===== src/rtl/core/energy_voice_endpoint_detector_defines.svh =====
// ----------------------------------------------------------------------------
// Energy voice endpoint detector assertion macros
// Shared same-cycle and next-cycle implication check macros for the detector.
// ----------------------------------------------------------------------------
`ifndef ENERGY_VOICE_ENDPOINT_DETECTOR_DEFINES_SVH
`define ENERGY_VOICE_ENDPOINT_DETECTOR_DEFINES_SVH

// Same-cycle implication, checked on every rising edge outside reset.
`define EVEPD_ASSERT_SAME(label, ante, cons, msg) \
  label: assert property (@(posedge clk) disable iff (!rst_n) (ante) |-> (cons)) \
    else $error(msg);

// Next-cycle implication, checked on every rising edge outside reset.
`define EVEPD_ASSERT_NEXT(label, ante, cons, msg) \
  label: assert property (@(posedge clk) disable iff (!rst_n) (ante) |=> (cons)) \
    else $error(msg);

`endif


===== src/rtl/core/evepd_pkg.sv =====
// ----------------------------------------------------------------------------
// Energy voice endpoint detector package
// Field widths, register indexes, reset values, outcome codes and result type.
// ----------------------------------------------------------------------------
package evepd_pkg;

  localparam int SAMPLE_W   = 16;
  localparam int ADDR_W     = 17;
  localparam int LEN_W      = 9;
  localparam int START_W    = 8;
  localparam int OUTCOME_W  = 2;
  localparam int CNT_W      = 12;
  localparam int PRE_W      = 9;
  localparam int CFG_IDX_W  = 3;
  localparam int CFG_DATA_W = 16;
  localparam int IN_DATA_W  = 24;
  localparam int OUT_DATA_W = 40;

  localparam logic [CNT_W-1:0] CNT_MAX = '1;

  // Register indexes on the configuration port.
  localparam logic [CFG_IDX_W-1:0] REG_ENERGY_THR  = 3'd0;
  localparam logic [CFG_IDX_W-1:0] REG_PRE_ROLL    = 3'd1;
  localparam logic [CFG_IDX_W-1:0] REG_MIN_SPEECH  = 3'd2;
  localparam logic [CFG_IDX_W-1:0] REG_END_SILENCE = 3'd3;
  localparam logic [CFG_IDX_W-1:0] REG_MAX_SPEECH  = 3'd4;

  // Register reset values.
  localparam logic [CFG_DATA_W-1:0] ENERGY_THR_RST  = 16'd300;
  localparam logic [PRE_W-1:0]      PRE_ROLL_RST    = 9'd14;
  localparam logic [CNT_W-1:0]      MIN_SPEECH_RST  = 12'd9;
  localparam logic [CNT_W-1:0]      END_SILENCE_RST = 12'd38;
  localparam logic [CNT_W-1:0]      MAX_SPEECH_RST  = 12'd234;

  // Outcome codes.
  localparam logic [OUTCOME_W-1:0] OUTCOME_NONE    = 2'd0;
  localparam logic [OUTCOME_W-1:0] OUTCOME_SPEECH  = 2'd1;
  localparam logic [OUTCOME_W-1:0] OUTCOME_BUTTON  = 2'd2;
  localparam logic [OUTCOME_W-1:0] OUTCOME_TIMEOUT = 2'd3;

  // Input kinds carried on in_tuser.
  localparam logic OP_SAMPLE = 1'b0;
  localparam logic OP_ARM    = 1'b1;

  typedef struct packed {
    logic [START_W-1:0]   start;
    logic [LEN_W-1:0]     len;
    logic [OUTCOME_W-1:0] outcome;
    logic                 done;
    logic [ADDR_W-1:0]    addr;
    logic                 en;
  } res_t;

endpackage


===== src/rtl/core/energy_voice_endpoint_detector.sv =====
// ----------------------------------------------------------------------------
// Energy voice endpoint detector
// Frames PCM samples, flags loud frames and marks where a spoken phrase lies
// in a circular capture store.
// ----------------------------------------------------------------------------
// Usage: the input stream carries one request per item. in_tuser selects the
// kind: a PCM sample, or an arm request that starts a new capture. Every
// accepted request yields exactly one result on the output stream, telling
// the caller whether and where to store the sample and, on the last item of a
// capture (out_tlast), why it ended and where the recording lies.
// A request's result is registered in the output register. Throughput is one
// request per cycle while the skid register is empty; the whole per-sample
// update (magnitude accumulate, loudness compare against a pre-scaled
// threshold, frame counters and the start-frame wrap) fits between the input
// handshake and the output register.
// When the receiver stalls, one more result is parked in a skid register and
// in_tready is low while that register is full.
// Reset (rst_n low, synchronous) returns the detector to idle, clears all
// counters and the button latch, and loads the default register values.
// Configuration writes take effect at the edge where cfg_we is high.
// ----------------------------------------------------------------------------
`include "energy_voice_endpoint_detector_defines.svh"

module energy_voice_endpoint_detector #(
  parameter int FRAME_SAMPLES  = 512,
  parameter int CAPTURE_FRAMES = 256
) (
  input  logic                               clk,
  input  logic                               rst_n,
  // Configuration write port
  input  logic                               cfg_we,
  input  logic [evepd_pkg::CFG_IDX_W-1:0]    cfg_addr,
  input  logic [evepd_pkg::CFG_DATA_W-1:0]   cfg_wdata,
  // Input stream
  input  logic                               in_tvalid,
  output logic                               in_tready,
  // in_tdata, low bit up: sample[15:0], button[16], deadline_passed[17], zero
  input  logic [evepd_pkg::IN_DATA_W-1:0]    in_tdata,
  // in_tuser: op[0]
  input  logic                               in_tuser,
  // Result stream
  output logic                               out_tvalid,
  input  logic                               out_tready,
  // out_tdata, low bit up: store_enable[0], store_address[17:1],
  // length_frames[26:18], start_frame[34:27], zero
  output logic [evepd_pkg::OUT_DATA_W-1:0]   out_tdata,
  // out_tuser: outcome[1:0]
  output logic [evepd_pkg::OUTCOME_W-1:0]    out_tuser,
  // out_tlast: done_res, the capture finished with this item
  output logic                               out_tlast
);

  import evepd_pkg::*;

  localparam int SIF_W  = $clog2(FRAME_SAMPLES);
  localparam int SUM_W  = SIF_W + SAMPLE_W;
  localparam int WF_W   = $clog2(CAPTURE_FRAMES);
  localparam int KEPT_W = $clog2(CAPTURE_FRAMES + 1);
  localparam int KW     = (KEPT_W > PRE_W) ? KEPT_W : PRE_W;
  localparam int PW     = WF_W + SIF_W;

  typedef enum logic [1:0] {
    MODE_IDLE   = 2'd0,
    MODE_WAIT   = 2'd1,
    MODE_SPEECH = 2'd2
  } mode_t;

  // Configuration. The threshold is held pre-multiplied by the frame length
  // so that the loudness test compares the raw frame sum.
  logic [SUM_W-1:0]  thr_scaled_r;
  logic [PRE_W-1:0]  pre_roll_r;
  logic [CNT_W-1:0]  min_speech_r;
  logic [CNT_W-1:0]  end_silence_r;
  logic [CNT_W-1:0]  max_speech_r;

  // Capture state.
  mode_t             mode_r,    mode_nxt;
  logic [SIF_W-1:0]  sif_r,     sif_nxt;
  logic [SUM_W-1:0]  sum_r,     sum_nxt;
  logic [WF_W-1:0]   wf_r,      wf_nxt;
  logic [KEPT_W-1:0] kept_r,    kept_nxt;
  logic [CNT_W-1:0]  speech_r,  speech_nxt;
  logic [CNT_W-1:0]  silent_r,  silent_nxt;
  logic              latch_r,   latch_nxt;

  // Output register and skid register.
  logic              out_valid_r;
  res_t              out_res_r;
  logic              skid_valid_r;
  res_t              skid_res_r;

  logic              in_fire;
  logic              out_fire;
  res_t              res_c;

  // Unpacked request fields.
  logic                op;
  logic [SAMPLE_W-1:0] sample;
  logic                button;
  logic                deadline;

  // Datapath helpers.
  logic                latch_eff;
  logic [SAMPLE_W-1:0] mag;
  logic [SUM_W-1:0]    sum_add;
  logic                loud;
  logic                frame_end;
  logic                store_en;
  logic [PW-1:0]       addr_prod;
  logic [PW+ADDR_W-1:0] addr_ext;
  logic [WF_W-1:0]     wf_inc;
  logic [KW-1:0]       keep;
  logic [KW:0]         kept_plus;
  logic [KEPT_W-1:0]   kept_wait;
  logic [WF_W-1:0]     wf_sp;
  logic [KEPT_W-1:0]   kept_sp;
  logic [CNT_W-1:0]    speech_inc;
  logic [CNT_W-1:0]    silent_new;
  logic                ended;
  logic                full;
  logic [KEPT_W-1:0]   kept_mod;
  logic [WF_W:0]       start_t;
  logic [WF_W:0]       start_w;
  logic [WF_W+START_W:0] start_ext;
  logic [KEPT_W+LEN_W-1:0] len_ext;

  assign op       = in_tuser;
  assign sample   = in_tdata[SAMPLE_W-1:0];
  assign button   = in_tdata[SAMPLE_W];
  assign deadline = in_tdata[SAMPLE_W+1];

  assign in_tready = !skid_valid_r;
  assign in_fire   = in_tvalid && in_tready;
  assign out_fire  = out_valid_r && out_tready;

  assign out_tvalid = out_valid_r;
  assign out_tdata  = {{(OUT_DATA_W - ADDR_W - LEN_W - START_W - 1){1'b0}},
                       out_res_r.start, out_res_r.len, out_res_r.addr, out_res_r.en};
  assign out_tuser  = out_res_r.outcome;
  assign out_tlast  = out_res_r.done;

  // ---------------------------------------------------------------------
  // Per-sample arithmetic
  // ---------------------------------------------------------------------
  assign latch_eff = latch_r | button;

  // Magnitude of a 16-bit sample; the most negative value maps to 0x8000.
  assign mag     = sample[SAMPLE_W-1] ? (~sample + 1'b1) : sample;
  assign sum_add = sum_r + SUM_W'(mag);
  assign loud    = (sum_add >= thr_scaled_r);

  assign frame_end = (sif_r == SIF_W'(FRAME_SAMPLES - 1));
  assign store_en  = (mode_r == MODE_WAIT) || (kept_r < KEPT_W'(CAPTURE_FRAMES));

  assign addr_prod = PW'(wf_r) * PW'(FRAME_SAMPLES) + PW'(sif_r);
  assign addr_ext  = {{ADDR_W{1'b0}}, addr_prod};

  assign wf_inc = (wf_r == WF_W'(CAPTURE_FRAMES - 1)) ? '0 : wf_r + 1'b1;

  // Pre-roll depth: zero counts as one, and never more than the store holds.
  always_comb begin
    if (pre_roll_r == '0) begin
      keep = KW'(1);
    end else if (KW'(pre_roll_r) > KW'(CAPTURE_FRAMES)) begin
      keep = KW'(CAPTURE_FRAMES);
    end else begin
      keep = KW'(pre_roll_r);
    end
  end

  assign kept_plus = (KW+1)'(kept_r) + 1'b1;
  assign kept_wait = (kept_plus > (KW+1)'(keep)) ? KEPT_W'(keep) : KEPT_W'(kept_plus);

  // Speech-phase frame end.
  assign wf_sp      = store_en ? wf_inc : wf_r;
  assign kept_sp    = store_en ? kept_r + 1'b1 : kept_r;
  assign speech_inc = (speech_r == CNT_MAX) ? speech_r : speech_r + 1'b1;
  assign silent_new = loud ? '0 : ((silent_r == CNT_MAX) ? silent_r : silent_r + 1'b1);
  assign ended      = (speech_inc >= min_speech_r) && (silent_new >= end_silence_r);
  assign full       = (speech_inc >= max_speech_r) || (kept_sp >= KEPT_W'(CAPTURE_FRAMES));

  // First frame of the recording, wrapped around the store.
  assign kept_mod  = (kept_sp == KEPT_W'(CAPTURE_FRAMES)) ? '0 : kept_sp;
  assign start_t   = {1'b0, wf_sp} + (WF_W+1)'(CAPTURE_FRAMES) - (WF_W+1)'(kept_mod);
  assign start_w   = (start_t >= (WF_W+1)'(CAPTURE_FRAMES)) ?
                     start_t - (WF_W+1)'(CAPTURE_FRAMES) : start_t;
  assign start_ext = {{START_W{1'b0}}, start_w};
  assign len_ext   = {{LEN_W{1'b0}}, kept_sp};

  // ---------------------------------------------------------------------
  // Next state and result for one request
  // ---------------------------------------------------------------------
  always_comb begin
    mode_nxt   = mode_r;
    sif_nxt    = sif_r;
    sum_nxt    = sum_r;
    wf_nxt     = wf_r;
    kept_nxt   = kept_r;
    speech_nxt = speech_r;
    silent_nxt = silent_r;
    latch_nxt  = latch_eff;
    res_c      = '0;

    if (op == OP_ARM) begin
      // Arming restarts any capture in progress.
      mode_nxt   = MODE_WAIT;
      sif_nxt    = '0;
      sum_nxt    = '0;
      wf_nxt     = '0;
      kept_nxt   = '0;
      speech_nxt = '0;
      silent_nxt = '0;
    end else if (mode_r == MODE_IDLE) begin
      // Samples outside a capture are dropped.
    end else if ((sif_r == '0) && latch_eff) begin
      latch_nxt     = 1'b0;
      mode_nxt      = MODE_IDLE;
      res_c.done    = 1'b1;
      res_c.outcome = OUTCOME_BUTTON;
    end else if ((sif_r == '0) && (mode_r == MODE_WAIT) && deadline) begin
      mode_nxt      = MODE_IDLE;
      res_c.done    = 1'b1;
      res_c.outcome = OUTCOME_TIMEOUT;
    end else begin
      res_c.en   = store_en;
      res_c.addr = store_en ? addr_ext[ADDR_W-1:0] : '0;
      if (!frame_end) begin
        sif_nxt = sif_r + 1'b1;
        sum_nxt = sum_add;
      end else begin
        sif_nxt = '0;
        sum_nxt = '0;
        if (mode_r == MODE_WAIT) begin
          wf_nxt   = wf_inc;
          kept_nxt = kept_wait;
          // No end test on the onset frame itself.
          if (loud) begin
            mode_nxt   = MODE_SPEECH;
            speech_nxt = '0;
            silent_nxt = '0;
          end
        end else begin
          wf_nxt     = wf_sp;
          kept_nxt   = kept_sp;
          speech_nxt = speech_inc;
          silent_nxt = silent_new;
          if (ended || full) begin
            mode_nxt      = MODE_IDLE;
            res_c.done    = 1'b1;
            res_c.outcome = OUTCOME_SPEECH;
            res_c.len     = len_ext[LEN_W-1:0];
            res_c.start   = start_ext[START_W-1:0];
          end
        end
      end
    end
  end

  // ---------------------------------------------------------------------
  // Configuration registers
  // ---------------------------------------------------------------------
  always_ff @(posedge clk) begin
    if (!rst_n) begin
      thr_scaled_r  <= SUM_W'(ENERGY_THR_RST) * SUM_W'(FRAME_SAMPLES);
      pre_roll_r    <= PRE_ROLL_RST;
      min_speech_r  <= MIN_SPEECH_RST;
      end_silence_r <= END_SILENCE_RST;
      max_speech_r  <= MAX_SPEECH_RST;
    end else if (cfg_we) begin
      case (cfg_addr)
        REG_ENERGY_THR:  thr_scaled_r  <= SUM_W'(cfg_wdata) * SUM_W'(FRAME_SAMPLES);
        REG_PRE_ROLL:    pre_roll_r    <= cfg_wdata[PRE_W-1:0];
        REG_MIN_SPEECH:  min_speech_r  <= cfg_wdata[CNT_W-1:0];
        REG_END_SILENCE: end_silence_r <= cfg_wdata[CNT_W-1:0];
        REG_MAX_SPEECH:  max_speech_r  <= cfg_wdata[CNT_W-1:0];
        default: begin
        end
      endcase
    end
  end

  // ---------------------------------------------------------------------
  // Capture state
  // ---------------------------------------------------------------------
  always_ff @(posedge clk) begin
    if (!rst_n) begin
      mode_r   <= MODE_IDLE;
      sif_r    <= '0;
      sum_r    <= '0;
      wf_r     <= '0;
      kept_r   <= '0;
      speech_r <= '0;
      silent_r <= '0;
      latch_r  <= 1'b0;
    end else if (in_fire) begin
      mode_r   <= mode_nxt;
      sif_r    <= sif_nxt;
      sum_r    <= sum_nxt;
      wf_r     <= wf_nxt;
      kept_r   <= kept_nxt;
      speech_r <= speech_nxt;
      silent_r <= silent_nxt;
      latch_r  <= latch_nxt;
    end
  end

  // ---------------------------------------------------------------------
  // Output register with skid stage
  // ---------------------------------------------------------------------
  always_ff @(posedge clk) begin
    if (!rst_n) begin
      out_valid_r  <= 1'b0;
      skid_valid_r <= 1'b0;
    end else if (skid_valid_r) begin
      if (out_fire) begin
        skid_valid_r <= 1'b0;
      end
    end else if (in_fire) begin
      if (!out_valid_r || out_fire) begin
        out_valid_r <= 1'b1;
      end else begin
        skid_valid_r <= 1'b1;
      end
    end else if (out_fire) begin
      out_valid_r <= 1'b0;
    end
  end

  always_ff @(posedge clk) begin
    if (skid_valid_r) begin
      if (out_fire) begin
        out_res_r <= skid_res_r;
      end
    end else if (in_fire) begin
      if (!out_valid_r || out_fire) begin
        out_res_r <= res_c;
      end else begin
        skid_res_r <= res_c;
      end
    end
  end

  // ---------------------------------------------------------------------
  // Assertions
  // ---------------------------------------------------------------------
  `EVEPD_ASSERT_SAME(a_skid_behind_out, skid_valid_r, out_valid_r, "skid full over empty output")
  `EVEPD_ASSERT_NEXT(a_done_idle, in_fire && res_c.done, mode_r == MODE_IDLE, "busy after done")
  `EVEPD_ASSERT_SAME(a_kept_bounded, 1'b1, kept_r <= KEPT_W'(CAPTURE_FRAMES), "kept too big")
  `EVEPD_ASSERT_SAME(a_addr_gate, out_valid_r && !out_res_r.en, out_res_r.addr == '0, "stray addr")

endmodule


===== config.mk =====
export PLATFORM = sky130hd
export DESIGN_NAME = energy_voice_endpoint_detector
export DESIGN_NICKNAME = d
export VERILOG_FILES = /design/src/rtl/core/evepd_pkg.sv /design/src/rtl/core/energy_voice_endpoint_detector.sv
export VERILOG_INCLUDE_DIRS = /design/src /design/src/rtl/core
export SDC_FILE = /design/constraint.sdc
export NUM_CORES = 1
export LEC_CHECK = 0
export BUFFER_PORTS_ARGS = -buffer_cell sky130_fd_sc_hd__buf_4
export CORE_MARGIN = 3
export CORE_UTILIZATION = 50
export DETAILED_ROUTE_END_ITERATION = 16
export PLACE_DENSITY = 0.65
export SLEW_MARGIN = 0
export SYNTH_ARGS = -nofsm -noshare
export SYNTH_HDL_FRONTEND = slang
export SYNTH_SLANG_ARGS = --single-unit

===== constraint.sdc =====
create_clock -name clk -period 9.26 [get_ports clk]
set_input_delay 0.926 -clock clk [delete_from_list [all_inputs] [get_ports clk]]
set_output_delay 0.926 -clock clk [all_outputs]
set_load 0.1 [all_outputs]

* Yosys cells after proc, flatten, opt, wreduce, memory -nomap -nowiden
Index checks and enable logic that the tools add are counted.
** Word-level totals
- Logic and storage cells :: 184
- Bits in registers :: 217
- Output and inout bits :: 45
** Cells by class
- $add $sub $neg :: 12
- Equality and inequality tests :: 17
- Reductions and logical operators :: 34
- Multiplexer cells :: 81
- Bitwise operators :: 4
- Order comparisons :: 9
** Operator list (number)
- 38-bit 2-to-1 mux :: 6
- 12-bit 2-to-1 mux :: 16
- 9-bit 2-to-1 mux :: 16
- 25-bit 2-to-1 mux :: 5
- 8-bit 2-to-1 mux :: 9
- 20-bit 2-to-1 mux :: 3
- 17-bit 2-to-1 mux :: 3
- 12-bit >= comparator :: 3
- 18-bit 2-to-1 mux :: 2
- 25-bit by 16-bit adder with 25-bit output :: 1
- 25-bit >= comparator :: 1
- 12-bit by 1-bit adder with 12-bit output (second input constant) :: 2
- 12-bit == test (second input constant) :: 2
- 9-bit by 1-bit adder with 9-bit output (second input constant) :: 2
- 9-bit == test (second input constant) :: 2
- 9-bit >= comparator (second input constant) :: 2
- 9-bit logical NOT :: 2
- 17-bit by 9-bit adder with 17-bit output :: 1
- 16-bit by 1-bit adder with 16-bit output (second input constant) :: 1
- 16-bit 2-to-1 mux :: 1
- 2-bit 2-to-1 mux :: 8
- 16-bit inverter :: 1
- 9-bit by 1-bit adder with 10-bit output (second input constant) :: 1
- 10-bit by 9-bit > comparator with 1-bit output :: 1
- 32 further kinds :: 66

* Longest topological paths before layout
Gate-level depths: netlist of the first run.
- Depth in word-level cells :: 19
- Gate-level depth with buffers :: 33

* Worst setup path before layout of the first run
OpenSTA, ideal clock, no wires.
- Path type :: input to register
- Start point :: input in_tdata[7] (netlist bit)
- End point :: register out_res_r, in the netlist out_tdata[24] (data pin)
- Required time :: 8.992 ns
- Arrival :: 7.055 ns
- Path slack :: 1.937 ns
- Library setup time :: 0.268 ns
- Stages on the path :: 31
- Cells stage by stage :: or4_1 -> or4_1 -> o31ai_1 -> xnor2_1 -> ha_1 -> nand2_1 -> nor3_1 -> nand3_1 -> a31oi_1 -> or2_2 -> clkbuf_1 -> nand3_1 -> xnor2_1 -> ha_1 -> a21o_1 -> a21o_1 -> a211oi_1 -> o211ai_1 -> or2_2 -> buf_2 -> buf_2 -> nor3_1 -> ha_1 -> a21oi_1 -> o211ai_1 -> nand2b_1 -> a32oi_1 -> nor3_1 -> nand2b_1 -> clkbuf_1 -> o31ai_1
** Between the ends
- Cells in the longest elaborated chain, start to end :: 19
** RTL lines
- start: declaration :: line energy_voice_endpoint_detector.sv:38 : input logic [evepd_pkg::IN_DATA_W-1:0] in_tdata,
- 16-bit inverter :: line energy_voice_endpoint_detector.sv:148 : assign mag = sample[SAMPLE_W-1] ? (~sample + 1'b1) : sample;
- 16-bit by 1-bit adder with 16-bit output :: line energy_voice_endpoint_detector.sv:148
- 16-bit 2-to-1 mux * :: line energy_voice_endpoint_detector.sv:148
- 25-bit by 16-bit adder with 25-bit output * :: line energy_voice_endpoint_detector.sv:149 : assign sum_add = sum_r + SUM_W'(mag);
- 25-bit >= comparator * :: line energy_voice_endpoint_detector.sv:150 : assign loud = (sum_add >= thr_scaled_r);
- 12-bit 2-to-1 mux * :: line energy_voice_endpoint_detector.sv:178 : assign silent_new = loud ? '0 : ((silent_r == CNT_MAX) ? silent_r : silent_r + 1'b1);
- 12-bit >= comparator * :: line energy_voice_endpoint_detector.sv:179 : assign ended = (speech_inc >= min_speech_r) && (silent_new >= end_silence_r);
- 1-bit logical AND * :: line energy_voice_endpoint_detector.sv:179
- [... 3 more ...]
- 20-bit 2-to-1 mux * :: line energy_voice_endpoint_detector.sv:227 : if (!frame_end) begin
- 17-bit 2-to-1 mux * :: line energy_voice_endpoint_detector.sv:220 : end else if ((sif_r == '0) && (mode_r == MODE_WAIT) && deadline) begin
- 17-bit 2-to-1 mux * :: line energy_voice_endpoint_detector.sv:215 : end else if ((sif_r == '0) && latch_eff) begin
- 38-bit 2-to-1 mux * :: line energy_voice_endpoint_detector.sv:213 : end else if (mode_r == MODE_IDLE) begin
- 38-bit 2-to-1 mux * :: line energy_voice_endpoint_detector.sv:204 : if (op == OP_ARM) begin
- 38-bit 2-to-1 mux * :: line energy_voice_endpoint_detector.sv:335 : if (!out_valid_r || out_fire) begin
- 38-bit 2-to-1 mux * :: line energy_voice_endpoint_detector.sv:334 : end else if (in_fire) begin
- 38-bit 2-to-1 mux * :: line energy_voice_endpoint_detector.sv:330 : if (skid_valid_r) begin
- end signal: assignment :: line energy_voice_endpoint_detector.sv:332 : out_res_r <= skid_res_r;
- end signal: assignment :: line energy_voice_endpoint_detector.sv:336 : out_res_r <= res_c;
- end: declaration :: line energy_voice_endpoint_detector.sv:88 : res_t out_res_r;
Mark *: on every way between the ends. The rest lies on a longest branch, timed or not. The select of a mux whose other input is x is not followed.
A chain may end at the register's enable or synchronous reset.

* Worst setup path after layout of the first run
- Start point :: input in_tdata[7] (netlist bit)
- End point :: register out_res_r, in the netlist out_tdata[25] (data pin)
The elaborated chain is that of the path after synthesis.

==> results.md, run 1 <==
- Cts repair resizes: 0
- Final Hold Viols: 0
- TritonCTS buffer count: 25
- Overall power: 2.24 mW
- Longest Clk Path Bufs: 3
- # IOs: 94
- Most frequent cells after synthesis: nand2_1 (211), dfxtp_1 (141), nor2_1 (100)
- Setup TNS Final: 0 ns
- TritonRoute pass-1 iters: 5
- Die area: 27,700 µm²
- Hold crit path type: flop to flop
- H-tree depth: 1
- CTS Sinks: 217
- Net Sw Frac: 27.8%
- Syn Area/Cell: between 8 and 9 µm²
- Antenna Violating Nets Remaining: 0
- Crit path capture type: flop
- Clock Tree Root: clkbuf_16
- Clk pwr share: 41.2%
- Worst r2r dst: out_tdata[25]
- Run status: completed
- Residual DRC count: 0
- Num rows: slightly below 60
- Setup CP Type: input port to flop
- Clk slew on worst S/H paths: ~0.060 ns
- Largest net degree at the start of global routing: slightly below 100
- RSZ-0062 raised after global routing: false
- CTS tree: yes
- Int Pwr: roughly 1.6 mW
- Setup violations, final: 0
- Seq pwr share: 45.6%
- FMAX: 0.124 GHz
- # diodes: 0
- Power per Cell Area: 155 nW/µm²
- Worst Path Arrival: 8.35 ns
- Startpoint types: input port
- CP Data Required Time: 9.54 ns
- GPL Wtd Cong: 0.848
- Vias in the first global route: 10,200
- Combinational share of power: 13.2%
- Sequential cell area fraction in the yosys report: approximately two fifths
- Reg2reg start: sum_r[0]
- Leak: 5.64 nW
- Top-count cell post-synth: nand2_1
- IO Port Bufs: 82
- FF-to-FF setup slack: 1.84 ns
- Slew headroom: 21.7%
- CTS Hold Bufs: 0
- Fin crit share: 87.1%
- Peak supply drop: 0.137 mV
- Synth top area share: a little over a fifth
- Ys Warns: 0
- Cells after Synth: 1,454
- Max FO, Critical Path: 32
- Skew-Pair Late Insertion Delay: 0.54 ns
- Maxcap violations: 0
- Area Growth Syn to Fin: 12.1%
- Share of layout cells above drive strength 1: 11.3%
- Max-slew violations: 0
- Vias per cell: 5.75
- Dpl hpwl: 21,500 µm
- Largest cells by area after synthesis: dfxtp_1 (22%), edfxtp_1 (18%), ha_1 (9.0%), nand2_1 (6.2%), xnor2_1 (3.7%)
- Die X: 166 µm
- Routed len/inst: 16.4 µm
- DR vias: roughly 11,000
- Worst r2r path cells: 26
- Final Util: 57.0%
- Pre-CTS setup slack: between 0.7 and 0.8 ns
- Placed inst area: 13,700 µm²
- Worst setup path endpoint: out_tdata[25]
- Dominant synthesized flop cell: dfxtp_1
- Grt total ovfl: 0
- Worst Max-Slew Pin Slew: 1.17 ns
- Setup repair bufs after CTS: 0
- Cell area after layout: 14,400 µm²
- Fraction of registers with async set/reset: 0%
- Dominant cell type by area after synthesis: dfxtp_1
- #FFs+latches synth: about 220
- Die Ht: 166 µm
- Core area: around 25,000 µm²
- Final Critical Period: ~8.1 ns
- Post-synth EDFFs: 76
- Worst Setup Slack, final: around 1.2 ns
- GRT Resource Usage Total: 21.2%
- Synthesized cell area: 12,900 µm²
- # nets final: 1,646
- CP startpoint: in_tdata[7]
- Post-synthesis cell type count: 82
- Setup Skew: 0.0216 ns
- Starting Density: 50.9%
- Sw power: 622 µW
- Initial antenna violation count: 0
- First-pass GRT wire length: 50,300 µm
- Drt total wl: about 30,000 µm
- Initial DRC count: 707
[cell families after synthesis]
group           count (synthesis)  share of synthesized area, %
compound gates                341                          18.6
simple gates                  546                          20.4
xor+xnor                       72                          4.91
flops                         217                          39.7
mux                            25                          2.13
fa+ha+maj                      94                          9.27
buf+inv                       158                          4.93
other cells                     1                        0.0292
[through the flow]
stage                     hold slack, ns  instances
after floorplan                    0.432       1458
after global placement             0.453       1806
after detailed placement           0.460       1806
after CTS                          0.469       1847
after global routing               0.481       1847
final                              0.465       1847
[state kept, by name, summed over array words and instances (netlist names)]
signal	cells
end_silence_r	12
out_tlast	1
pre_roll_r	9
thr_scaled_r	16
silent_r	12
wf_r	8
mode_r	2
out_tvalid	1
out_tdata	35
skid_res_r	38
max_speech_r	12
sum_r	25
latch_r	1
kept_r	9
speech_r	12
out_tuser	2
min_speech_r	12
sif_r	9
skid_valid_r	1
[power groups by stage]
stage / sequential (mW) / combinational (mW) / clock, mW
2_1_floorplan: 1.14 / 0.126 / 0
3_3_place_gp: 1.04 / 0.291 / 0
3_5_place_dp: 1.04 / 0.294 / 0
4_1_cts: 1.02 / 0.295 / 0.941
5_1_grt: 1.02 / 0.316 / 0.980
6_report: 1.02 / 0.295 / 0.923
[critical path, stage by stage]
cell	delay, ns
buf_4	0.12
or4_1	0.56
or4_1	0.55
nand2_1	0.11
xnor2_1	0.07
ha_1	0.35
inv_1	0.08
o21ai_0	0.21
nor3_2	0.12
a211oi_2	0.61
o211a_1	0.29
xor2_1	0.18
ha_1	0.27
nand4_1	0.25
nor3_1	0.12
a211oi_1	0.55
o211ai_1	0.37
or2_2	0.54
nor3_1	0.28
ha_1	0.30
a21oi_1	0.15
o211ai_1	0.09
nand2b_1	0.09
a32oi_1	0.16
nor3_1	0.39
nand2b_1	0.16
buf_4	0.32
o31ai_1	0.13
[area by class of cell]
cell class / instances / area [µm²]
timing repair buffer: 89 / 668
sequential: 217 / 5100
clock buffer: 34 / 699
tap: 330 / 413
inverter: 87 / 327
fill: 2315 / 10900
clock inverter: 7 / 48.8
multi-input combinational: 1083 / 7140
[routing by layer]
layer  routed length (µm)  GRT usage (%)  up-vias
li1                     -              -     5279
met5                    0              0        -
met3                 1230           2.81       54
met1                14600           29.5     5057
met4                  829           6.10        0
met2                13700           34.9      237
[how the worst min path moves through the flow]
| stage | from | endpoint | cells after the start |
|---|---|---|---|
| finish | end_silence_r[7] | end_silence_r[7] | 2 |
| CTS | end_silence_r[7] | end_silence_r[7] | 2 |
| detailed placement | max_speech_r[4] | max_speech_r[4] | 2 |
| floorplan | sum_r[9] | sum_r[9] | 2 |
| global placement | end_silence_r[7] | end_silence_r[7] | 2 |
| global route | end_silence_r[7] | end_silence_r[7] | 2 |
[layout by cell type (no fill, tap or decap), types with 49 or more instances in the layout]
cell      instances
a21boi_0         49
a21oi_1          51
buf_4            89
dfxtp_1         141
edfxtp_1         76
ha_1             92
inv_1            86
nand2_1         211
nor2_1          100
o21ai_0          70
xnor2_1          54
Note: power is estimated with default switching activity, not from simulation.
==> run 2, diff against run 1 <==
CAP_MARGIN = 20   (was not set)
clock period = 9.8 ns   (was 9.26 ns; I/O delays follow)
==> run 2 against run 1 <==
  * Clock skew decreased by 0.0063 ns
  * Die area unchanged
  * Critical path depth increased by 1
  * Non-clock buffer count increased by 3
  * Global-route usage decreased by 0.17 points
  * Critical endpoint is now out_tdata[18]
  * Highest routed layer unchanged
==> results.md, run 2 (synthesized netlist as in run 1, its figures left out) <==
- Run status: completed (unchanged)
- Most common cell after layout, fill and taps aside: nand2_1 (unchanged)
- # IOs: 94 (unchanged)
- Most frequent cells in the layout: nand2_1 (211), dfxtp_1 (141), nor2_1 (100) (unchanged)
- Drt total wl: 29,900 µm (was 30,300 µm)
- Setup TNS Final: 0 ns (unchanged)
- Max FO, Critical Path: 32 (unchanged)
- Maxcap violations: 0 (unchanged)
- Grt total ovfl: 0 (unchanged)
- Setup repair bufs after CTS: 0 (unchanged)
- Final Hold Viols: 0 (unchanged)
- Setup violations, final: 0 (unchanged)
- # nets final: 1,649 (was 1,646)
- Peak supply drop: 0.141 mV (was 0.137 mV)
- Starting Density: 50.9% (unchanged)
- CTS Sinks: 217 (unchanged)
- CP max-delay cell: or4_1 (was a211oi_2)
- Longest Clk Path Bufs: 3 (unchanged)
- Clk slew on worst S/H paths: 0.06 ns (about the same)
- TritonCTS buffer count: 25 (unchanged)
- Leak: 5.69 nW (was 5.64 nW)
- CP Data Required Time: 10.05 ns (was 9.54 ns)
- Core area: 25,300 µm² (unchanged)
- Placed inst area: 13,700 µm² (about the same)
- Slew headroom: 37.7% (was 21.7%)
- Die area: 27,700 µm² (unchanged)
- FMAX: 0.124 GHz
- TritonRoute pass-1 iters: 5 (unchanged)
- # diodes: 0 (unchanged)
- GPL Wtd Cong: 0.856 (was 0.848)
- Setup CP Type: input port to flop (unchanged)
- Num rows: 58 (unchanged)
- Clock Tree Root: clkbuf_16 (unchanged)
- Initial DRC count: 778 (was 707)
- Worst Max-Slew Pin Slew: 0.926 ns (was 1.17 ns)
- Initial antenna violation count: 0 (unchanged)
- CTS tree: yes (unchanged)
- CTS Hold Bufs: 0 (unchanged)
- Cell area after layout: 14,500 µm² (was 14,400 µm²)
- Worst r2r dst: out_tdata[18] (was out_tdata[25])
- Setup Skew: 0.0153 ns (was 0.0216 ns)
- Crit-path max cell delay: 0.56 ns (was 0.61 ns)
- DR vias: 10,500 (was 10,600)
- Crit path capture type: flop (unchanged)
- Dpl hpwl: 21,500 µm (about the same)
- Final Critical Period: a little over 8 ns
- CP startpoint: in_tdata[7] (unchanged)
- Area Growth Syn to Fin: 13.0% (was 12.1%)
- First-pass GRT wire length: 49,700 µm (was 50,300 µm)
- Largest Register: skid_res_r (unchanged)
- Skew-Pair Late Insertion Delay: 0.53 ns (was 0.54 ns)
- Reg2reg start: sum_r[0] (unchanged)
- Residual DRC count: 0 (unchanged)
- Worst Path Arrival: 8.33 ns (was 8.35 ns)
- IO Port Bufs: 82 (unchanged)
- Routed len/inst: 16.1 µm (was 16.4 µm)
- Worst setup path endpoint: out_tdata[18] (was out_tdata[25])
- Share of layout cells above drive strength 1: 11.5% (was 11.3%)
- Max-slew violations: 0 (unchanged)
- Vias per cell: 5.65 (was 5.75)
- Largest register FFs: 38 (unchanged)
- RSZ-0062 raised after global routing: false (unchanged)
- GRT Resource Usage Total: 21.0% (was 21.2%)
- Worst r2r path cells: 26 (unchanged)
- Cts repair resizes: 0 (unchanged)
- Die X: 166 µm (unchanged)
- Startpoint types: input port (unchanged)
- Cell mode on critical path: nor3_1
- Hold crit path type: flop to flop (unchanged)
- Vias in the first global route: 9,952 (was 10,200)
- Antenna Violating Nets Remaining: 0 (unchanged)
- Power per Cell Area: 150 nW/µm² (was 155 nW/µm²)
- Die Ht: 166 µm (unchanged)
- Fin crit share: 82.4%
- Largest net degree at the start of global routing: 97 (unchanged)
- H-tree depth: 1 (unchanged)
- Overall power: 2.18 mW (was 2.24 mW)
- FF-to-FF setup slack: 2.45 ns (was 1.84 ns)
-- run 2: per-stage QoR --
step	util (%)	hold slack [ns]	worst slack (ns)	instances
floorplan	-	0.432	2.42	1458
global placement	54.1	0.454	1.36	1807
detailed placement	54.1	0.459	1.26	1807
CTS	57.3	0.466	1.80	1852
global route	57.5	0.492	1.17	1854
finish	57.5	0.463	1.72	1854
-- run 2: routing by layer --
| layer | GRT usage (%) | wire length, µm |
|---|---|---|
| met5 | 0 | 0 |
| met4 | 5.06 | 616 |
| met3 | 2.57 | 1260 |
| met2 | 35.0 | 13700 |
| met1 | 29.5 | 14300 |
-- run 2: critical path, delay by kind of cell --
kind | cells | cell delay, ns
simple gates | 14 | 3.62
compound gates | 8 | 2.03
fa+ha+maj | 3 | 0.92
buf+inv | 2 | 0.44
xor+xnor | 2 | 0.30
-- run 2: final cells by class --
| cell class | count | area, µm² |
|---|---|---|
| inverter | 87 | 327 |
| clock inverter | 10 | 109 |
| tap | 330 | 413 |
| multi-input combinational | 1083 | 7140 |
| clock buffer | 35 | 713 |
| fill | 2264 | 10700 |
| timing repair buffer | 92 | 711 |
| sequential | 217 | 5100 |
-- run 2: how the worst min path moves through the flow --
stage	depth (start not counted)	startpoint	to	slack, ns
2_1_floorplan	2	sum_r[9]	sum_r[9]	0.43
3_3_place_gp	2	end_silence_r[7]	end_silence_r[7]	0.45
3_5_place_dp	2	min_speech_r[9]	min_speech_r[9]	0.46
4_1_cts	2	min_speech_r[9]	min_speech_r[9]	0.47
5_1_grt	2	end_silence_r[4]	end_silence_r[4]	0.49
6_report	2	thr_scaled_r[23]	thr_scaled_r[23]	0.46
-- run 2: report_power, final --
| part | internal [mW] | total, mW | switching, mW |
|---|---|---|---|
| combinational | 0.0770 | 0.281 | 0.204 |
| sequential | 0.956 | 0.964 | 0.00848 |
| clock | 0.559 | 0.933 | 0.373 |
